File: config.mk
export PLATFORM = sky130hd
export DESIGN_NAME = descending_score_sorter
export DESIGN_NICKNAME = d
export VERILOG_FILES = /design/src/design/dss_pkg.sv /design/src/design/descending_score_sorter.sv /design/src/design/dss_ram.sv
export SDC_FILE = /design/constraint.sdc
export NUM_CORES = 2
export LEC_CHECK = 0
export ABC_CLOCK_PERIOD_IN_PS = 7700
export BUFFER_PORTS_ARGS = -buffer_cell sky130_fd_sc_hd__buf_2
export CORE_MARGIN = 3
export CORE_UTILIZATION = 55
export DETAILED_ROUTE_END_ITERATION = 8
export PLACE_DENSITY = 0.71
export SLEW_MARGIN = 10
export SYNTH_ARGS = -nofsm -noshare
export SYNTH_HDL_FRONTEND = slang
export SYNTH_HIERARCHICAL = 1
export SYNTH_SLANG_ARGS = --single-unit
export TNS_END_PERCENT = 100
File: constraint.sdc
create_clock -name aclk -period 7.7 [get_ports aclk]
set_clock_uncertainty 0.2 [all_clocks]
set_input_delay 1.155 -clock aclk [delete_from_list [all_inputs] [get_ports aclk]]
set_output_delay 1.155 -clock aclk [all_outputs]
set_load 0.005 [all_outputs]
File: src/design/dss_pkg.sv
// ============================================================================
// Descending score sorter package
// Entry layout used by the sorter; its storage is sized by the entry width.
// ============================================================================
package dss_pkg;

    localparam int SCORE_W = 32;
    localparam int TAG_W   = 16;

    // One stored entry: score in the low bits, tag above it.
    typedef struct packed {
        logic [TAG_W-1:0]          tag;
        logic signed [SCORE_W-1:0] score;
    } dss_entry_t;

    localparam int ENTRY_W = $bits(dss_entry_t);

endpackage

File: src/design/descending_score_sorter.sv
// An entry walks down from the end in the insert state, moving each lower score up, and is
// written when it stops behind a score that is not lower, or in the place state when it goes
// to the front; an entry into an empty batch, or a dropped one, is handled at its transfer.
// A closing entry then yields its batch one result at a time, each read from the RAM and
// then loaded into the output stage once it has room. Throughput: one entry at a time; the
// next transfer is taken once filing ends. Reset (aresetn low, synchronous) clears the count,
// the drop flag, the state and the output valid; the entry RAM is not cleared and needs no pass.
// ============================================================================
// Descending score sorter
// Collects a batch of tagged scores and emits it ordered high to low.
// ============================================================================
module descending_score_sorter
    import dss_pkg::*;
#(
    parameter int MAX_ENTRIES = 32
) (
    input  logic                 aclk,
    input  logic                 aresetn,
    // Input stream.
    input  logic                 s_tvalid,
    output logic                 s_tready,
    input  logic [ENTRY_W-1:0]   s_tdata,   // [31:0] score, [47:32] tag
    input  logic                 s_tlast,   // last_item
    // Result stream.
    output logic                 m_tvalid,
    input  logic                 m_tready,
    output logic [ENTRY_W-1:0]   m_tdata,   // [31:0] sorted_score, [47:32] sorted_tag
    output logic                 m_tlast,   // last_result
    output logic                 m_tuser    // [0] overflow
);

    // Address width of the entry RAM and width of the fill count, which must
    // also hold MAX_ENTRIES itself.
    localparam int AW = $clog2(MAX_ENTRIES);
    localparam int CW = $clog2(MAX_ENTRIES + 1);

    // Controller states.
    localparam logic [2:0] ST_IDLE    = 3'd0;  // waiting for an entry
    localparam logic [2:0] ST_INSERT  = 3'd1;  // shifting lower scores up
    localparam logic [2:0] ST_PLACE   = 3'd2;  // new entry goes to the front
    localparam logic [2:0] ST_EMIT_RD = 3'd3;  // read the next ranked entry
    localparam logic [2:0] ST_EMIT_LD = 3'd4;  // move it into the output stage

    logic [2:0]    state_reg, state_next;
    logic [CW-1:0] count_reg, count_next;
    logic          dropped_reg, dropped_next;
    logic [AW-1:0] pos_reg, pos_next;
    logic [AW-1:0] emit_idx_reg, emit_idx_next;
    dss_entry_t    new_reg, new_next;
    logic          new_last_reg, new_last_next;

    // Output stage: holds a finished result while the next ranked entry is read.
    logic          m_valid_reg, m_valid_next;
    dss_entry_t    m_data_reg, m_data_next;
    logic          m_last_reg, m_last_next;
    logic          m_user_reg, m_user_next;

    // RAM ports.
    logic          wr_en;
    logic [AW-1:0] wr_addr;
    dss_entry_t    wr_data;
    logic          rd_en;
    logic [AW-1:0] rd_addr;
    logic [ENTRY_W-1:0] rd_raw;
    dss_entry_t    rd_entry;

    dss_entry_t    in_entry;
    logic          s_xfer;
    logic          out_free;
    logic          emit_final;

    assign in_entry = dss_entry_t'(s_tdata);
    assign rd_entry = dss_entry_t'(rd_raw);
    assign s_tready = (state_reg == ST_IDLE);
    assign s_xfer   = s_tvalid && s_tready;
    // The output stage can take a result when it is empty or being drained.
    assign out_free = !m_valid_reg || m_tready;
    assign emit_final = ((CW'(emit_idx_reg) + CW'(1)) == count_reg);

    // The RAM is kept sorted, highest score at address 0. A new entry is
    // filed by walking down from the end: every stored entry with a strictly
    // lower score moves one place up, which keeps equal scores in arrival
    // order. Each step reads the next lower address while writing the hole
    // left above it, so a read and a write never hit the same entry.
    always_comb begin
        state_next    = state_reg;
        count_next    = count_reg;
        dropped_next  = dropped_reg;
        pos_next      = pos_reg;
        emit_idx_next = emit_idx_reg;
        new_next      = new_reg;
        new_last_next = new_last_reg;
        m_valid_next  = m_valid_reg;
        m_data_next   = m_data_reg;
        m_last_next   = m_last_reg;
        m_user_next   = m_user_reg;
        wr_en         = 1'b0;
        wr_addr       = pos_reg;
        wr_data       = new_reg;
        rd_en         = 1'b0;
        rd_addr       = pos_reg;

        if (m_valid_reg && m_tready) begin
            m_valid_next = 1'b0;
        end

        unique case (state_reg)
            ST_IDLE: begin
                if (s_xfer) begin
                    new_next      = in_entry;
                    new_last_next = s_tlast;
                    emit_idx_next = '0;
                    if (count_reg == CW'(MAX_ENTRIES)) begin
                        // Batch full: the entry is dropped.
                        dropped_next = 1'b1;
                        if (s_tlast) begin
                            state_next = ST_EMIT_RD;
                        end
                    end else if (count_reg == '0) begin
                        // Empty batch: file straight into the first place.
                        wr_en      = 1'b1;
                        wr_addr    = '0;
                        wr_data    = in_entry;
                        count_next = CW'(1);
                        if (s_tlast) begin
                            state_next = ST_EMIT_RD;
                        end
                    end else begin
                        pos_next   = count_reg[AW-1:0];
                        rd_en      = 1'b1;
                        rd_addr    = AW'(count_reg - CW'(1));
                        state_next = ST_INSERT;
                    end
                end
            end

            ST_INSERT: begin
                // rd_entry holds the entry just below the hole at pos_reg.
                wr_en   = 1'b1;
                wr_addr = pos_reg;
                if (rd_entry.score < new_reg.score) begin
                    wr_data  = rd_entry;
                    pos_next = pos_reg - AW'(1);
                    if (pos_reg == AW'(1)) begin
                        state_next = ST_PLACE;
                    end else begin
                        rd_en   = 1'b1;
                        rd_addr = pos_reg - AW'(2);
                    end
                end else begin
                    wr_data    = new_reg;
                    count_next = count_reg + CW'(1);
                    state_next = new_last_reg ? ST_EMIT_RD : ST_IDLE;
                end
            end

            ST_PLACE: begin
                wr_en      = 1'b1;
                wr_addr    = pos_reg;
                wr_data    = new_reg;
                count_next = count_reg + CW'(1);
                state_next = new_last_reg ? ST_EMIT_RD : ST_IDLE;
            end

            ST_EMIT_RD: begin
                rd_en      = 1'b1;
                rd_addr    = emit_idx_reg;
                state_next = ST_EMIT_LD;
            end

            ST_EMIT_LD: begin
                // The read data holds until the output stage has room.
                if (out_free) begin
                    m_valid_next = 1'b1;
                    m_data_next  = rd_entry;
                    m_last_next  = emit_final;
                    m_user_next  = dropped_reg;
                    if (emit_final) begin
                        count_next   = '0;
                        dropped_next = 1'b0;
                        state_next   = ST_IDLE;
                    end else begin
                        emit_idx_next = emit_idx_reg + AW'(1);
                        state_next    = ST_EMIT_RD;
                    end
                end
            end

            default: begin
                state_next = ST_IDLE;
            end
        endcase
    end

    always_ff @(posedge aclk) begin
        if (!aresetn) begin
            state_reg   <= ST_IDLE;
            count_reg   <= '0;
            dropped_reg <= 1'b0;
            m_valid_reg <= 1'b0;
        end else begin
            state_reg   <= state_next;
            count_reg   <= count_next;
            dropped_reg <= dropped_next;
            m_valid_reg <= m_valid_next;
        end
    end

    always_ff @(posedge aclk) begin
        pos_reg      <= pos_next;
        emit_idx_reg <= emit_idx_next;
        new_reg      <= new_next;
        new_last_reg <= new_last_next;
        m_data_reg   <= m_data_next;
        m_last_reg   <= m_last_next;
        m_user_reg   <= m_user_next;
    end

    dss_ram #(
        .WIDTH(ENTRY_W),
        .DEPTH(MAX_ENTRIES)
    ) u_entry_ram (
        .aclk    (aclk),
        .wr_en   (wr_en),
        .wr_addr (wr_addr),
        .wr_data (wr_data),
        .rd_en   (rd_en),
        .rd_addr (rd_addr),
        .rd_data (rd_raw)
    );

    assign m_tvalid = m_valid_reg;
    assign m_tdata  = m_data_reg;
    assign m_tlast  = m_last_reg;
    assign m_tuser  = m_user_reg;

endmodule

File: src/design/dss_ram.sv
// ============================================================================
// Generic simple dual-port RAM
// One write port and one read port with a registered, enabled read.
// ============================================================================
module dss_ram #(
    parameter int WIDTH = 48,
    parameter int DEPTH = 32
) (
    input  logic                                   aclk,
    input  logic                                   wr_en,
    input  logic [(DEPTH > 1 ? $clog2(DEPTH) : 1)-1:0] wr_addr,
    input  logic [WIDTH-1:0]                       wr_data,
    input  logic                                   rd_en,
    input  logic [(DEPTH > 1 ? $clog2(DEPTH) : 1)-1:0] rd_addr,
    output logic [WIDTH-1:0]                       rd_data
);

    logic [WIDTH-1:0] mem_reg [DEPTH];
    logic [WIDTH-1:0] rd_data_reg;

    always_ff @(posedge aclk) begin
        if (wr_en) begin
            mem_reg[wr_addr] <= wr_data;
        end
        if (rd_en) begin
            rd_data_reg <= mem_reg[rd_addr];
        end
    end

    assign rd_data = rd_data_reg;

endmodule
==> run metrics <==
routed wire length=between 150000 and 200000 um; Die H=~360 um; Routed WL per cell=a little under 30 um; synthesized netlist cell count=3972; Flop pwr share=0.371; Antenna Nets Post-Route=0; total leakage power=about 25 nW; Placed Area=70100 um2; Worst R2R Setup Slack=between 1500 and 2000 ps; post-synth net total=4063; clock insertion delay at the later pin of the skew report=roughly 800 ps; fraction of registers with async set/reset=0; crit-path cells=ha_1 -> nand4_1 -> nor2_1 -> a22oi_1 -> or3b_2 -> nand3_2 -> or3_1 -> o311ai_1 -> or2_4 -> nor3_1 -> a31oi_1 -> nand3_1; Period minus WS final=5990 ps; H-tree Lvls=4; CTS resizes=0; R2R cell count=12; layout cell share with drive strength beyond 1=0.113; Sw Ratio=0.380; commonest register cell after synthesis=edfxtp_1; max reg flops=1536; width of the chip=between 300 and 400 um; crit start category=flip-flop; clock share of power=0.216; Final Max Tran Viols=0; crit path kind=reg2reg; Final nets=4205; Critical R2R Launch=u_entry_ram/rd_data[27]$_DFFE_PP_; RSZ-0062 raised after global routing=no; PwrDens=498 nW/um2; VDD IR-drop max=576 uV; Storage cell area=roughly 51000 um2; vias in the first global route=35600; multi-input logic area=between 15000 and 20000 um2; Max Fclk=167 MHz; CTS max path bufs=3; EDFF count, synth=between 1500 and 2000; Final Instance Area=75500 um2; Via density=6.35; Critical Path Stages=12; CP Capture Point=u_entry_ram/rd_data[25]$_DFFE_PP_; CTS Root Cell=clkbuf_16; Via Count=37200; number of antenna violations at the first check in global routing=3; Net Switching=between 10 and 15 mW; Worst Path Buf+Inv=0; worst hold path class=reg2reg; gr usage total=0.272; Core Area=roughly 120000 um2; Clock Sinks=1704; setup bufs post-CTS=0; Area contributors post-synth=edfxtp_1 75%, mux2i_1 11%, a22oi_1 2.1%; die area=approximately 130000 um2; Crit path largest cell delay=1000 ps; Critical Path RT=roughly 8000 ps; P_int=around 23 mW; Slowest-stage cell, CP=or2_4; placed wire-length estimate=around 90000 um; Worst Setup SP=u_entry_ram/rd_data[27]$_DFFE_PP_; CP Max Fanout=48; Mapped Area=approximately 68000 um2; # fillers=about 8300; power share of the combinational group=0.413; DRC violations left=0; Hold-fix buffers, CTS=0; Yosys cell types=just over 60; IO Port Bufs=between 100 and 150; Ys Warns=6; grt ovf=0; Worst Tran Pin Value=between 1000 and 1500 ps; initial drt markers=around 4900; status=finished, final reports clean; largest net degree at the start of global routing=118; CTS tree=done; num ports=~110; Final period util=0.778; 1st-pass router iterations=6; Yosys top cell area share=0.752; Crit Reg-Reg Endpoint=u_entry_ram/rd_data[25]$_DFFE_PP_; area leader, netlist=edfxtp_1; Starting Density=0.559; Seq/Total Area, Yosys=0.756; Worst path top cell family by delay=simple AND/OR/NAND/NOR gates; register bit total from synthesis=1704; Layout area overhead=11.8%; Final GP Congestion=a little under 0.9; Syn Area/Cell=around 17 um2; final setup TNS=0 ps; CTS buffer count=~170; Setup crit end kind=flip-flop; clock-pin slew on the worst setup and hold paths=around 60 ps; Cell Rows=around 130; Rel. slew slack=0.144; first-pass GRT wire length=about 250000 um; Final Power=37.6 mW; Setup-failing EPs final=0; max_cap viols=0; Worst EP arrival=roughly 6300 ps; Final Hold Violating Endpoints=0
## synth_stat cells (all sizes together) (2+ instances only)
library cell	number
o21ai	27
xnor2	8
a21oi	166
xor2	5
inv	44
and2	2
a22o	97
nand2b	9
and3	5
mux2i	769
ha	38
a21boi	2
a22oi	193
o21a	2
o311ai	2
nor4	5
o31ai	2
o211ai	4
nor2b	7
o22ai	4
edfxtp	1693
nand4	7
a32o	4
nand3	157
nand3b	7
clkbuf	81
a31oi	53
or3b	4
nor2	65
or3	4
a211oi	5
nor3	57
nand2	274
a21o	2
dfxtp	11
buf	140
## layout by cell type (no fill, tap or decap), drive strengths merged, types with 57 or more instances in the layout
| cell | synthesis | layout |
|---|---|---|
| buf | 140 | 196 |
| mux2i | 769 | 769 |
| a22oi | 193 | 193 |
| nor3 | 57 | 57 |
| edfxtp | 1693 | 1693 |
| nand2 | 274 | 274 |
| nand3 | 157 | 157 |
| clkbuf | 81 | 202 |
| nor2 | 65 | 65 |
| a21oi | 166 | 166 |
| clkinv | 1 | 62 |
| a22o | 97 | 97 |
## per-stage QoR
stage	setup slack (ps)	util	cells	hold WS (ps)
finish	1710	0.625	5856	294
global route	1550	0.625	5853	303
CTS	1850	0.625	5853	292
detailed placement	1950	0.580	5559	276
global placement	1990	0.580	5558	264
floorplan	1510	-	3972	224
## area by class of cell
cell class,instances,share of cell area
flip-flops and latches,1704,0.676
diodes,3,0.0000994
inverters,45,0.00225
well taps,1612,0.0267
repair buffers,196,0.0213
clock buffers,202,0.0579
clock inverters,92,0.0135
multi-input cells,2002,0.202
## worst reg2reg max path, stage by stage, from the launching register on
cell and delay [ps]:
edfxtp_1 440, ha_1 360, nand4_1 350, nor2_1 580, a22oi_1 390, or3b_2 330, nand3_2 230, or3_1 500
o311ai_1 740, or2_4 1000, nor3_1 190, a31oi_1 280, nand3_1 140
## per-layer routing
metal / track usage / wire (um)
met1: 0.391 / 69600
met2: 0.423 / 81400
met3: 0.0574 / 18500
met4: 0.0818 / 4890
met5: 0 / 13
## cell families (layout without fill, tap and decap cells)
logic type      Yosys count  after routing  share of synthesized area
other cells               0              3                          0
buf+inv                 266            535                     0.0232
xor+xnor                 13             13                    0.00169
mux                     769            769                      0.114
fa+ha+maj                38             38                    0.00704
compound gates          574            574                     0.0582
flops                  1704           1704                      0.756
simple gates            608            608                     0.0403
## worst min-delay path by stage
stage | endpoint | slack, ps | cells past startpoint | startpoint
2_1_floorplan | m_tuser$_DFFE_PP_ | 220 | 0 | dropped_reg$_SDFFE_PN0P_
3_3_place_gp | m_tdata[15]$_DFFE_PP_ | 260 | 0 | u_entry_ram/rd_data[15]$_DFFE_PP_
3_5_place_dp | m_tdata[15]$_DFFE_PP_ | 280 | 0 | u_entry_ram/rd_data[15]$_DFFE_PP_
4_1_cts | m_tdata[15]$_DFFE_PP_ | 290 | 0 | u_entry_ram/rd_data[15]$_DFFE_PP_
5_1_grt | m_tdata[15]$_DFFE_PP_ | 300 | 0 | u_entry_ram/rd_data[15]$_DFFE_PP_
6_report | m_tdata[15]$_DFFE_PP_ | 290 | 0 | u_entry_ram/rd_data[15]$_DFFE_PP_
## power groups by stage
stage	Sequential, mW	Combinational (mW)	Clock [mW]
finish	14.0	15.5	8.11
global route	14.0	16.5	8.57
CTS	14.0	15.3	8.19
detailed placement	14.1	15.3	0
global placement	14.1	15.0	0
floorplan	13.9	10.8	0
Note: power is estimated with default switching activity, not from simulation.
